===== config.mk =====
export PLATFORM = sky130hd
export DESIGN_NAME = fixed_point_to_radix_digits
export DESIGN_NICKNAME = d
export VERILOG_FILES = /design/src/sv/fprd_pkg.sv /design/src/sv/fprd_ctrl.sv /design/src/sv/fprd_datapath.sv /design/src/sv/fixed_point_to_radix_digits.sv
export SDC_FILE = /design/constraint.sdc
export NUM_CORES = 1
export LEC_CHECK = 0
export BUFFER_PORTS_ARGS = -buffer_cell sky130_fd_sc_hd__clkbuf_2
export CAP_MARGIN = 5
export CORE_MARGIN = 1.5
export CORE_UTILIZATION = 60
export DETAILED_ROUTE_END_ITERATION = 10
export PLACE_DENSITY = 0.78
export REMOVE_ABC_BUFFERS = 1
export SYNTH_ARGS = -nofsm -noshare
export SYNTH_HDL_FRONTEND = slang
export SYNTH_SLANG_ARGS = --single-unit

===== constraint.sdc =====
create_clock -name clk -period 20.3 [get_ports clk]
set_input_delay 6.09 -clock clk [delete_from_list [all_inputs] [get_ports clk]]
set_output_delay 6.09 -clock clk [all_outputs]
set_load 0.05 [all_outputs]

===== src/sv/fprd_pkg.sv =====
// fprd_pkg: shared types, constants and helpers of the radix digit formatter.
// Used by fprd_ctrl, fprd_datapath, the top level and the checker.
// No dependencies.
package fprd_pkg;

  localparam int VALUE_W     = 64;
  localparam int RADIX_W     = 5;
  localparam int CHAR_W      = 7;
  localparam int DIGIT_W     = 4;
  localparam int INT_DEPTH   = 32;
  localparam int IIDX_W      = 5;
  localparam int ICNT_W      = 6;
  localparam int DIV_STEPS   = 8;

  localparam logic [RADIX_W-1:0] RADIX_RESET   = 5'd10;
  localparam logic [RADIX_W-1:0] RADIX_DEFAULT = 5'd10;

  localparam logic [CHAR_W-1:0] CHAR_MINUS = 7'h2D;
  localparam logic [CHAR_W-1:0] CHAR_DOT   = 7'h2E;
  localparam logic [CHAR_W-1:0] CHAR_ZERO  = 7'h30;
  localparam logic [CHAR_W-1:0] CHAR_NINE  = 7'h39;
  localparam logic [CHAR_W-1:0] CHAR_A     = 7'h41;
  localparam logic [CHAR_W-1:0] CHAR_F     = 7'h46;

  typedef enum logic [2:0] {
    ST_IDLE,
    ST_INT_DIV,
    ST_FRAC,
    ST_EMIT_SIGN,
    ST_EMIT_INT,
    ST_EMIT_DOT,
    ST_EMIT_FRAC
  } state_t;

  typedef enum logic [1:0] {
    SEL_MINUS,
    SEL_INT,
    SEL_DOT,
    SEL_FRAC
  } char_sel_t;

  typedef struct packed {
    logic      load;
    logic      div_step;
    logic      frac_step;
    logic      emit;
    char_sel_t sel;
    logic      is_last;
  } cmd_t;

  typedef struct packed {
    logic neg;
    logic div_digit_done;
    logic int_more;
    logic frac_more;
    logic int_one;
    logic frac_any;
    logic frac_end;
    logic out_free;
  } stat_t;

  function automatic logic [CHAR_W-1:0] digit_char(input logic [DIGIT_W-1:0] d);
    logic [CHAR_W-1:0] c;
    if (d < 4'd10) begin
      c = CHAR_ZERO + CHAR_W'(d);
    end else begin
      c = CHAR_A + CHAR_W'(d - 4'd10);
    end
    return c;
  endfunction

endpackage


===== src/sv/fprd_ctrl.sv =====
// fprd_ctrl: sequencer of the radix digit formatter.
// Issues fprd_pkg::cmd_t commands to fprd_datapath and follows its status.
// Depends on fprd_pkg.
module fprd_ctrl (
  input  logic             clk,
  input  logic             rst,
  input  logic             in_valid,
  output logic             in_ready,
  input  fprd_pkg::stat_t  stat,
  output fprd_pkg::cmd_t   cmd
);

  fprd_pkg::state_t state;
  fprd_pkg::state_t state_next;

  always_ff @(posedge clk) begin
    if (rst) begin
      state <= fprd_pkg::ST_IDLE;
    end else begin
      state <= state_next;
    end
  end

  always_comb begin
    state_next    = state;
    in_ready      = 1'b0;
    cmd.load      = 1'b0;
    cmd.div_step  = 1'b0;
    cmd.frac_step = 1'b0;
    cmd.emit      = 1'b0;
    cmd.sel       = fprd_pkg::SEL_INT;
    cmd.is_last   = 1'b0;
    case (state)
      fprd_pkg::ST_IDLE: begin
        in_ready = 1'b1;
        if (in_valid) begin
          cmd.load   = 1'b1;
          state_next = fprd_pkg::ST_INT_DIV;
        end
      end
      fprd_pkg::ST_INT_DIV: begin
        cmd.div_step = 1'b1;
        if (stat.div_digit_done && !stat.int_more) begin
          state_next = fprd_pkg::ST_FRAC;
        end
      end
      fprd_pkg::ST_FRAC: begin
        if (stat.frac_more) begin
          cmd.frac_step = 1'b1;
        end else if (stat.neg) begin
          state_next = fprd_pkg::ST_EMIT_SIGN;
        end else begin
          state_next = fprd_pkg::ST_EMIT_INT;
        end
      end
      fprd_pkg::ST_EMIT_SIGN: begin
        cmd.sel = fprd_pkg::SEL_MINUS;
        if (stat.out_free) begin
          cmd.emit   = 1'b1;
          state_next = fprd_pkg::ST_EMIT_INT;
        end
      end
      fprd_pkg::ST_EMIT_INT: begin
        cmd.sel     = fprd_pkg::SEL_INT;
        cmd.is_last = stat.int_one && !stat.frac_any;
        if (stat.out_free) begin
          cmd.emit = 1'b1;
          if (stat.int_one) begin
            state_next = stat.frac_any ? fprd_pkg::ST_EMIT_DOT : fprd_pkg::ST_IDLE;
          end
        end
      end
      fprd_pkg::ST_EMIT_DOT: begin
        cmd.sel = fprd_pkg::SEL_DOT;
        if (stat.out_free) begin
          cmd.emit   = 1'b1;
          state_next = fprd_pkg::ST_EMIT_FRAC;
        end
      end
      fprd_pkg::ST_EMIT_FRAC: begin
        cmd.sel     = fprd_pkg::SEL_FRAC;
        cmd.is_last = stat.frac_end;
        if (stat.out_free) begin
          cmd.emit = 1'b1;
          if (stat.frac_end) begin
            state_next = fprd_pkg::ST_IDLE;
          end
        end
      end
      default: begin
        state_next = fprd_pkg::ST_IDLE;
      end
    endcase
  end

endmodule


===== src/sv/fprd_datapath.sv =====
// fprd_datapath: radix register, digit divider, fraction multiplier,
// digit stores and output register of the radix digit formatter.
// Depends on fprd_pkg; driven by fprd_ctrl.
module fprd_datapath #(
  parameter int FRAC_BITS   = 32,
  parameter int FRAC_DIGITS = 10
) (
  input  logic                                clk,
  input  logic                                rst,
  input  logic                                cfg_wr_en,
  input  logic [fprd_pkg::RADIX_W-1:0]        cfg_wr_data,
  input  logic signed [fprd_pkg::VALUE_W-1:0] value,
  input  logic                                out_ready,
  input  fprd_pkg::cmd_t                      cmd,
  output fprd_pkg::stat_t                     stat,
  output logic                                out_valid,
  output logic [fprd_pkg::CHAR_W-1:0]         char_code,
  output logic                                last
);

  localparam int IPW     = fprd_pkg::VALUE_W - FRAC_BITS;
  localparam int DIV_W   = ((IPW + fprd_pkg::DIV_STEPS - 1) / fprd_pkg::DIV_STEPS)
                           * fprd_pkg::DIV_STEPS;
  localparam int DIV_CYC = DIV_W / fprd_pkg::DIV_STEPS;
  localparam int STEP_W  = (DIV_CYC > 1) ? $clog2(DIV_CYC) : 1;
  localparam int FCNT_W  = $clog2(FRAC_DIGITS + 1);
  localparam int FIDX_W  = (FRAC_DIGITS > 1) ? $clog2(FRAC_DIGITS) : 1;
  localparam int PROD_W  = FRAC_BITS + fprd_pkg::RADIX_W;

  logic [fprd_pkg::RADIX_W-1:0] radix;
  logic [fprd_pkg::RADIX_W-1:0] base;
  logic                         neg;
  logic [DIV_W-1:0]             ip;
  logic [fprd_pkg::RADIX_W-1:0] rem;
  logic [STEP_W-1:0]            step;
  logic [fprd_pkg::ICNT_W-1:0]  int_cnt;
  logic [FRAC_BITS-1:0]         fp;
  logic [FCNT_W-1:0]            gen;
  logic [FCNT_W-1:0]            keep;
  logic [FCNT_W-1:0]            fidx;

  logic [fprd_pkg::DIGIT_W-1:0] int_store  [fprd_pkg::INT_DEPTH];
  logic [fprd_pkg::DIGIT_W-1:0] frac_store [FRAC_DIGITS];

  logic [fprd_pkg::VALUE_W-1:0] val_u;
  logic [fprd_pkg::VALUE_W-1:0] mag;
  logic [DIV_W-1:0]             quo;
  logic [fprd_pkg::RADIX_W-1:0] rem_next;
  logic [PROD_W-1:0]            prod;
  logic [fprd_pkg::DIGIT_W-1:0] frac_digit;
  logic [fprd_pkg::IIDX_W-1:0]  int_rd_idx;

  assign val_u      = value;
  assign mag        = val_u[fprd_pkg::VALUE_W-1] ? (~val_u + 1'b1) : val_u;
  assign prod       = PROD_W'(fp) * PROD_W'(base);
  assign frac_digit = prod[FRAC_BITS +: fprd_pkg::DIGIT_W];
  assign int_rd_idx = fprd_pkg::IIDX_W'(int_cnt - 1'b1);

  // Long division by the radix, several quotient bits per cycle.
  always_comb begin
    quo      = ip;
    rem_next = rem;
    for (int k = 0; k < fprd_pkg::DIV_STEPS; k++) begin
      rem_next = {rem_next[fprd_pkg::RADIX_W-2:0], quo[DIV_W-1]};
      quo      = {quo[DIV_W-2:0], 1'b0};
      if (rem_next >= base) begin
        rem_next = rem_next - base;
        quo[0]   = 1'b1;
      end
    end
  end

  always_comb begin
    stat.neg            = neg;
    stat.div_digit_done = (step == STEP_W'(DIV_CYC - 1));
    stat.int_more       = (quo != '0) && (int_cnt < fprd_pkg::ICNT_W'(fprd_pkg::INT_DEPTH - 1));
    stat.frac_more      = (fp != '0) && (gen < FCNT_W'(FRAC_DIGITS));
    stat.int_one        = (int_cnt == fprd_pkg::ICNT_W'(1));
    stat.frac_any       = (keep != '0);
    stat.frac_end       = (fidx == FCNT_W'(keep - 1'b1));
    stat.out_free       = !out_valid || out_ready;
  end

  always_ff @(posedge clk) begin
    if (rst) begin
      radix <= fprd_pkg::RADIX_RESET;
    end else if (cfg_wr_en) begin
      radix <= cfg_wr_data;
    end
  end

  always_ff @(posedge clk) begin
    if (cmd.load) begin
      neg     <= val_u[fprd_pkg::VALUE_W-1];
      base    <= (radix inside {[2:16]}) ? radix : fprd_pkg::RADIX_DEFAULT;
      ip      <= DIV_W'(mag[fprd_pkg::VALUE_W-1:FRAC_BITS]);
      fp      <= mag[FRAC_BITS-1:0];
      rem     <= '0;
      step    <= '0;
      int_cnt <= '0;
      gen     <= '0;
      keep    <= '0;
      fidx    <= '0;
    end else begin
      if (cmd.div_step) begin
        ip <= quo;
        if (stat.div_digit_done) begin
          int_store[int_cnt[fprd_pkg::IIDX_W-1:0]] <= rem_next[fprd_pkg::DIGIT_W-1:0];
          int_cnt <= int_cnt + 1'b1;
          rem     <= '0;
          step    <= '0;
        end else begin
          rem  <= rem_next;
          step <= step + 1'b1;
        end
      end
      if (cmd.frac_step) begin
        frac_store[gen[FIDX_W-1:0]] <= frac_digit;
        fp  <= prod[FRAC_BITS-1:0];
        gen <= gen + 1'b1;
        // track the last nonzero digit so trailing zeros drop out
        if (frac_digit != '0) begin
          keep <= gen + 1'b1;
        end
      end
      if (cmd.emit && cmd.sel == fprd_pkg::SEL_INT) begin
        int_cnt <= int_cnt - 1'b1;
      end
      if (cmd.emit && cmd.sel == fprd_pkg::SEL_FRAC) begin
        fidx <= fidx + 1'b1;
      end
    end
  end

  always_ff @(posedge clk) begin
    if (rst) begin
      out_valid <= 1'b0;
    end else if (cmd.emit) begin
      out_valid <= 1'b1;
    end else if (out_ready) begin
      out_valid <= 1'b0;
    end
  end

  always_ff @(posedge clk) begin
    if (cmd.emit) begin
      last <= cmd.is_last;
      case (cmd.sel)
        fprd_pkg::SEL_MINUS: char_code <= fprd_pkg::CHAR_MINUS;
        fprd_pkg::SEL_INT:   char_code <= fprd_pkg::digit_char(int_store[int_rd_idx]);
        fprd_pkg::SEL_DOT:   char_code <= fprd_pkg::CHAR_DOT;
        fprd_pkg::SEL_FRAC:  char_code <= fprd_pkg::digit_char(frac_store[fidx[FIDX_W-1:0]]);
        default:             char_code <= fprd_pkg::CHAR_ZERO;
      endcase
    end
  end

endmodule


===== src/sv/fixed_point_to_radix_digits.sv =====
// Sequence: after a transaction on the input, the shared divider produces the
// integer digits (at least one digit, up to 32), the fraction multiplier then
// produces the fraction digits (up to FRAC_DIGITS), the controller leaves fraction
// work, then one character per cycle while the output is not stalled by out_ready.
// Throughput: one value at a time; the next value is taken as soon as the last
// character enters the output register. Reset: rst is synchronous, radix = 10.
//
// Top level of the radix digit formatter: fprd_ctrl sequences, fprd_datapath
// computes and holds the digits. Depends on fprd_pkg.
module fixed_point_to_radix_digits #(
  parameter int FRAC_BITS   = 32,
  parameter int FRAC_DIGITS = 10
) (
  input  logic                                clk,
  input  logic                                rst,
  // configuration: radix, 2..16 (anything else acts as 10)
  input  logic                                cfg_wr_en,
  input  logic [fprd_pkg::RADIX_W-1:0]        cfg_wr_data,
  // input channel: one signed fixed-point value per transaction
  input  logic                                in_valid,
  output logic                                in_ready,
  input  logic signed [fprd_pkg::VALUE_W-1:0] value,
  // output channel: one ASCII character per transaction
  output logic                                out_valid,
  input  logic                                out_ready,
  output logic [fprd_pkg::CHAR_W-1:0]         char_code,
  output logic                                last
);

  fprd_pkg::cmd_t  cmd;
  fprd_pkg::stat_t stat;

  // Controller: divide out integer digits, then generate fraction digits, then walk
  // sign if negative, integer digits (most significant first), dot and fraction if any.
  fprd_ctrl u_ctrl (
    .clk      (clk),
    .rst      (rst),
    .in_valid (in_valid),
    .in_ready (in_ready),
    .stat     (stat),
    .cmd      (cmd)
  );

  // Datapath: holds the radix, the digit stores and the output register, so
  // a finished character can wait for out_ready while a new value is taken.
  fprd_datapath #(
    .FRAC_BITS   (FRAC_BITS),
    .FRAC_DIGITS (FRAC_DIGITS)
  ) u_dp (
    .clk         (clk),
    .rst         (rst),
    .cfg_wr_en   (cfg_wr_en),
    .cfg_wr_data (cfg_wr_data),
    .value       (value),
    .out_ready   (out_ready),
    .cmd         (cmd),
    .stat        (stat),
    .out_valid   (out_valid),
    .char_code   (char_code),
    .last        (last)
  );

endmodule


Word level (Yosys, flattened, before mapping):

Memories as Yosys holds them, arrays and structs flattened. A register that Yosys moved wholly into a read port is not among the register bits.
Cells that the tools add are included.

* RAM bits: 168
* output and inout bits: 10
* input port bits: 74
* register bits after elaboration: 111
* memories: 2

* $add $sub $neg: 21
* multiplexer cells: 61
* reductions and logical operators: 25
* bitwise operators: 1
* multiply operators: 1
* $lt $le $gt $ge: 14
* equal/unequal tests: 21

Memory list
* u_dp.int_store: words 32, width 4, rd ports 1, clocked after Yosys merged registers in 0, wr ports 1, RTL line fprd_datapath.sv:42 `logic [fprd_pkg::DIGIT_W-1:0] int_store [fprd_pkg::INT_DEPTH];`
* u_dp.frac_store: words 10, width 4, rd ports 1, clocked after Yosys merged registers in 1, wr ports 1, RTL line fprd_datapath.sv:43 `logic [fprd_pkg::DIGIT_W-1:0] frac_store [FRAC_DIGITS];`

Operator list (count)
* 32-bit 2-to-1 mux: 4
* 64-bit by 1-bit adder with 64-bit output, second input constant: 1
* 64-bit 2-to-1 mux: 1
* 64-bit inverter: 1
* 32-bit nonzero test: 2
* 4-bit 2-to-1 mux: 11
* 5-bit greater-or-equal comparator: 8
* 32-bit by 5-bit multiplier with 36-bit output: 1
* 3-bit 2-to-1 mux: 11
* 4-bit subtractor: 8
* 7-bit one-hot mux with 4 select lines: 1
* 1-bit 2-to-1 mux: 24
* 3-bit one-hot mux with 7 select lines: 1
* 6-bit 2-to-1 mux: 3
* 6-bit by 4-bit adder with 7-bit output, first input constant: 2
* 7-bit adder, first input constant: 2
* 7-bit 2-to-1 mux: 2
* 4-bit < comparator, second input constant: 3
* 2-bit inequality test, second input constant: 6
* 3-bit one-hot mux with 4 select lines: 1
* 2-bit nonzero test: 5
* 4-bit by 4-bit subtractor with 5-bit output, second input constant: 2
* 3-bit equality test, second input constant: 3
* 9-bit AND reduction: 1
* other kinds (24): 40

Longest topological paths before layout:

* depth in word-level cells: 22
* gate-level depth with buffers: 66
* gate-level depth less buffers: 63

Hierarchy:

A second synthesis with hierarchy kept.

* cells, all modules: 1892
* area total of the unflattened synthesis: 20091.8 µm²

By module, submodules not included
* fprd_datapath: area an instance 19685.1 µm², cells an instance 1836, instances 1
* fprd_ctrl: area an instance 406.6 µm², cells an instance 56, instances 1

Worst setup path after synthesis:

OpenSTA, ideal clock, no wires.

* path kind: register -> register
* start: register u_dp.base[1] in the netlist's numbering
* end: memory u_dp.int_store[0][3] in the netlist's numbering (data pin)
* setup slack: 7.203 ns
* cell stages (with the launch flop): 61
* library setup time: 0.464 ns
* arrival: 12.632 ns
* cell sequence: edfxtp_1 clkbuf_1 inv_1 ha_1 a21o_1 a21oi_1 o21ai_1 o21ai_0 inv_1 ha_1 a21o_1 a21oi_1 o21ai_1 o21ai_0 inv_1 ha_1 a21o_1 a21oi_1 (+25 left out) ha_1 nor2b_1 o21ai_0 a31oi_1 o21ai_0 nand2b_1 clkbuf_1 o21ai_0 inv_1 ha_1 a21o_1 a21o_1 a21o_1 a21o_1 clkbuf_1 nor2_1 nand2_1 o21ai_0

* longest elaborated chain between the ends: 16

RTL lines
* start, declared: RTL line fprd_datapath.sv:31 `logic [fprd_pkg::RADIX_W-1:0] base;`
* start signal, assigned: RTL line fprd_datapath.sv:95 `base <= (radix inside {[2:16]}) ? radix : fprd_pkg::RADIX_DEFAULT;`
* 4-bit subtractor / 5-bit greater-or-equal comparator (equally long branches): RTL line fprd_datapath.sv:67, fprd_datapath.sv:66
* 4-bit 2-to-1 mux: RTL line fprd_datapath.sv:66 `if (rem_next >= base) begin`
* 4-bit subtractor / 5-bit greater-or-equal comparator (equally long branches): RTL line fprd_datapath.sv:67, fprd_datapath.sv:66
* 4-bit 2-to-1 mux: RTL line fprd_datapath.sv:66
* 4-bit subtractor / 5-bit greater-or-equal comparator (equally long branches): RTL line fprd_datapath.sv:67, fprd_datapath.sv:66
* 4-bit 2-to-1 mux: RTL line fprd_datapath.sv:66
* 5-bit greater-or-equal comparator / 4-bit subtractor (equally long branches): RTL line fprd_datapath.sv:66, fprd_datapath.sv:67
* 4-bit 2-to-1 mux: RTL line fprd_datapath.sv:66
* 4-bit subtractor / 5-bit greater-or-equal comparator (equally long branches): RTL line fprd_datapath.sv:67, fprd_datapath.sv:66
* 4-bit 2-to-1 mux: RTL line fprd_datapath.sv:66
* 4-bit subtractor / 5-bit greater-or-equal comparator (equally long branches): RTL line fprd_datapath.sv:67, fprd_datapath.sv:66
* 4-bit 2-to-1 mux: RTL line fprd_datapath.sv:66
* 5-bit greater-or-equal comparator / 4-bit subtractor (equally long branches): RTL line fprd_datapath.sv:66, fprd_datapath.sv:67
* 4-bit 2-to-1 mux: RTL line fprd_datapath.sv:66
* 4-bit subtractor / 5-bit greater-or-equal comparator (equally long branches): RTL line fprd_datapath.sv:67, fprd_datapath.sv:66
* 4-bit 2-to-1 mux (*): RTL line fprd_datapath.sv:66
* named net u_dp.rem_next, one bit: RTL line fprd_datapath.sv:48 `logic [fprd_pkg::RADIX_W-1:0] rem_next;`
* end, declared: RTL line fprd_datapath.sv:42

Mark *: on every way through the listed nets, which the timed path passes. The rest lies on a longest branch.

Worst setup path after layout:

* start: register u_dp.base[2] in the netlist's numbering
* end: memory u_dp.int_store[3][3] in the netlist's numbering (data pin)

* longest elaborated chain between the ends: 16

RTL lines (RTL line)
* 4-bit subtractor / 5-bit greater-or-equal comparator (equally long branches): fprd_datapath.sv:67, fprd_datapath.sv:66
* 4-bit 2-to-1 mux: fprd_datapath.sv:66
* 4-bit subtractor / 5-bit greater-or-equal comparator (equally long branches): fprd_datapath.sv:67, fprd_datapath.sv:66
* 4-bit 2-to-1 mux: fprd_datapath.sv:66
* 5-bit greater-or-equal comparator / 4-bit subtractor (equally long branches): fprd_datapath.sv:66, fprd_datapath.sv:67
* 4-bit 2-to-1 mux: fprd_datapath.sv:66
* 4-bit subtractor / 5-bit greater-or-equal comparator (equally long branches): fprd_datapath.sv:67, fprd_datapath.sv:66
* 4-bit 2-to-1 mux: fprd_datapath.sv:66
* 4-bit subtractor / 5-bit greater-or-equal comparator (equally long branches): fprd_datapath.sv:67, fprd_datapath.sv:66
* 4-bit 2-to-1 mux: fprd_datapath.sv:66
* 4-bit subtractor / 5-bit greater-or-equal comparator (equally long branches): fprd_datapath.sv:67, fprd_datapath.sv:66
* 4-bit 2-to-1 mux: fprd_datapath.sv:66
* 5-bit greater-or-equal comparator / 4-bit subtractor (equally long branches): fprd_datapath.sv:66, fprd_datapath.sv:67
* 4-bit 2-to-1 mux: fprd_datapath.sv:66
* 4-bit subtractor / 5-bit greater-or-equal comparator (equally long branches): fprd_datapath.sv:67, fprd_datapath.sv:66
* 4-bit 2-to-1 mux (*): fprd_datapath.sv:66
* named net u_dp.rem_next, one bit: fprd_datapath.sv:48

Marked as above.

==> reports/metrics.cfg <==
[sta]
timing.setup.tns_ps = 0
skew_ps = 11.5
period_share_pct = 70.7
rsz0062_at_grt = no
final-setup-viol-count = 0
setup_ws_ps = 5950
layout_min_cycle_time_ps = 14350
slew_viol_final = 0
tightest_slew_ps = 1250
fmax_mhz = 69.7
slew_headroom_pct = 17.0
hold_violations = 0

[setup_path]
cp_common_cell = a21o_1
worstPathArrival_ps = 14540
start_kind = register
crit_fanout = 33
reg2reg_slack_ps = 5950
critical_path_required_ps = 20490
end_kind = register
worstSetupPathType = register to register
crit_path_start = u_dp.base[2]
r2r_start = u_dp.base[2]
critPathSlowestCell = edfxtp_1
slowest_delay_ps = 1060
r2r-end = u_dp.int_store[3][3]
reg2regPathDepth = 56
endpoint = u_dp.int_store[3][3]

[clock_tree]
hold_buffers = 0
cts_buffer_depth = 3
cts_root_buf = clkbuf_16
ctsResizeCount = 0
cts_buffers = 30
clkLatencyLatePin_ps = 570
cts_max_level = 1
clkSlewWorstSetupHoldPaths_ps = 60
post_cts_buffers = 0
clock_sinks = 283
cts_tree = built

[global_route]
grt_pass1_vias = 14100
grt_pass1_wl_mm = 73.0
grt_use_total_pct = 27.3
grt_overflow = 0
grt_max_degree = 95
antenna_found_initial = 0

[detailed_routing]
first_pass_iters = 5
drt_wl_total_mm = 44.9
drcViolationCount = 0
via_per_inst = 6.01
vias = 14100
drt_iter0_markers = 1113
antenna_left = 0
wl_per_cell_um = 19.2

[synthesis]
synth_area_per_cell_um2 = 10.8
ys_top_cells_by_area = edfxtp_1 (37%), fa_1 (9.8%), ha_1 (6.6%), mux4_2 (5.5%), nand2_1 (4.4%)
synth-edff-count = 246
synth_common_cells = edfxtp_1 (246), nand2_1 (230), inv_1 (120), nor2_1 (113), ha_1 (105)
yosysUniqueCellTypes = 69
yosysTopAreaCell = edfxtp_1
synth_area_mm2 = 0.0198
ys_warn_count = 0
synth_ff_type = edfxtp_1
synthCells = 1825
async_flop_share_pct = 0
synth_seq_cells = 283
yosys.cell_count.top_type = edfxtp_1
yosysTopAreaCellShare_pct = 37.3
seq_area_frac_synth_pct = 41.1

[die]
die-area_mm2 = 0.0341
fp.coreArea_mm2 = 0.0325
die_h_um = 185
die_width_um = 185
ioPinCount = 84
fp-row-count = 66
start_util_pct = 60.8

[layout]
diodes = 0
fill_cells = 2503
area_growth_pct = 8.86
final_area_mm2 = 0.0215
nNetsFinal = 2152
drive_gt1_share_pct = 12.4

[worst_hold_path]
min_from = u_dp.step[1]
hold_path_class = register to register

[run_status]
outcome = finished, final reports clean

[place]
dpl.hpwl_mm = 32.6
placed_area_mm2 = 0.0206
gp_congestion = 0.957
port_buffers = 83
post-place-ws_ps = 6140

[flow_run]
cap_violations = 0

## worst max-delay path: cells and delay by family (launching register included)
kind,cells,cell delay [ps]
AND/OR/NAND/NOR,7,1040
AO/OA/AOI/OAI,31,7560
adder cells (fa/ha/maj),8,2470
flip-flops,1,1060
multiplexers,2,730
buffers and inverters,8,1090
## final cells by class
| cell class | count | area (um2) | share of cell area [%] |
|---|---|---|---|
| clock buffers | 39 | 785 | 3.64 |
| multi-input cells | 1343 | 10900 | 50.7 |
| clock inverters | 14 | 154 | 0.715 |
| flip-flops and latches | 283 | 8130 | 37.7 |
| inverters | 121 | 454 | 2.11 |
| repair buffers | 97 | 536 | 2.49 |
| well taps | 442 | 553 | 2.57 |
## registers in the layout, summed over array words and instances (netlist names), 5 cells and up, named ones only
register         cells
u_dp.base            5
u_dp.char_code       7
u_dp.fp             32
u_dp.frac_store     40
u_dp.int_cnt         6
u_dp.int_store     128
u_dp.ip             32
u_dp.radix           5
## through the flow
step / hold slack, ps / utilization, % / cells
5_1_grt: 496 / 66.2 / 2339
4_1_cts: 492 / 66.1 / 2337
3_3_place_gp: 448 / 63.2 / 2284
2_1_floorplan: 440 / - / 1747
3_5_place_dp: 460 / 63.2 / 2284
6_report: 488 / 66.2 / 2339
## worst min path at each step
stage | end | slack (ps) | cells after the start
2_1_floorplan | u_dp.step[1] | 440 | 2
3_3_place_gp | u_dp.step[1] | 450 | 2
3_5_place_dp | u_dp.step[1] | 460 | 2
4_1_cts | u_dp.step[1] | 490 | 2
5_1_grt | u_dp.step[1] | 500 | 2
6_report | u_dp.step[1] | 490 | 2
## cell usage in the layout, fill, tap and decap left out, drive strengths merged, types with 5 or more instances in the layout
cell type,instances
edfxtp,246
nand2,230
clkbuf,122
inv,121
o21ai,114
nor2,113
ha,105
fa,97
a21oi,89
xor2,73
and2,69
xnor2,66
mux4,48
dfxtp,37
a21o,33
mux2i,25
o31ai,25
nand2b,24
nor4,22
nor3,20
mux2,19
or3,19
nor2b,18
buf,14
nand4,13
nand3,12
o41ai,10
nand3b,9
o211ai,9
a211oi,8
or2,8
clkinv,8
a31oi,7
or4,7
and3,6
nor3b,5
## cells by family (layout without fill, tap and decap cells)
family	count (synthesis)	count (layout)	synth area share (%)
AO/OA/AOI/OAI	329	329	10.4
XOR/XNOR	139	139	6.15
adder cells (fa/ha/maj)	203	203	16.5
buffers and inverters	199	271	3.83
flip-flops	283	283	41.1
multiplexers	92	92	7.81
AND/OR/NAND/NOR	580	580	14.2
## routing by layer
layer / track usage (%) / routed length (um)
met1: 37.1 / 19000
met2: 45.4 / 21500
met4: 7.84 / 1210
met3: 4.35 / 3170
met5: 0 / 0
Power is not shown: default switching activity piles up to over one toggle a cycle in this logic, so the estimate is an artifact.
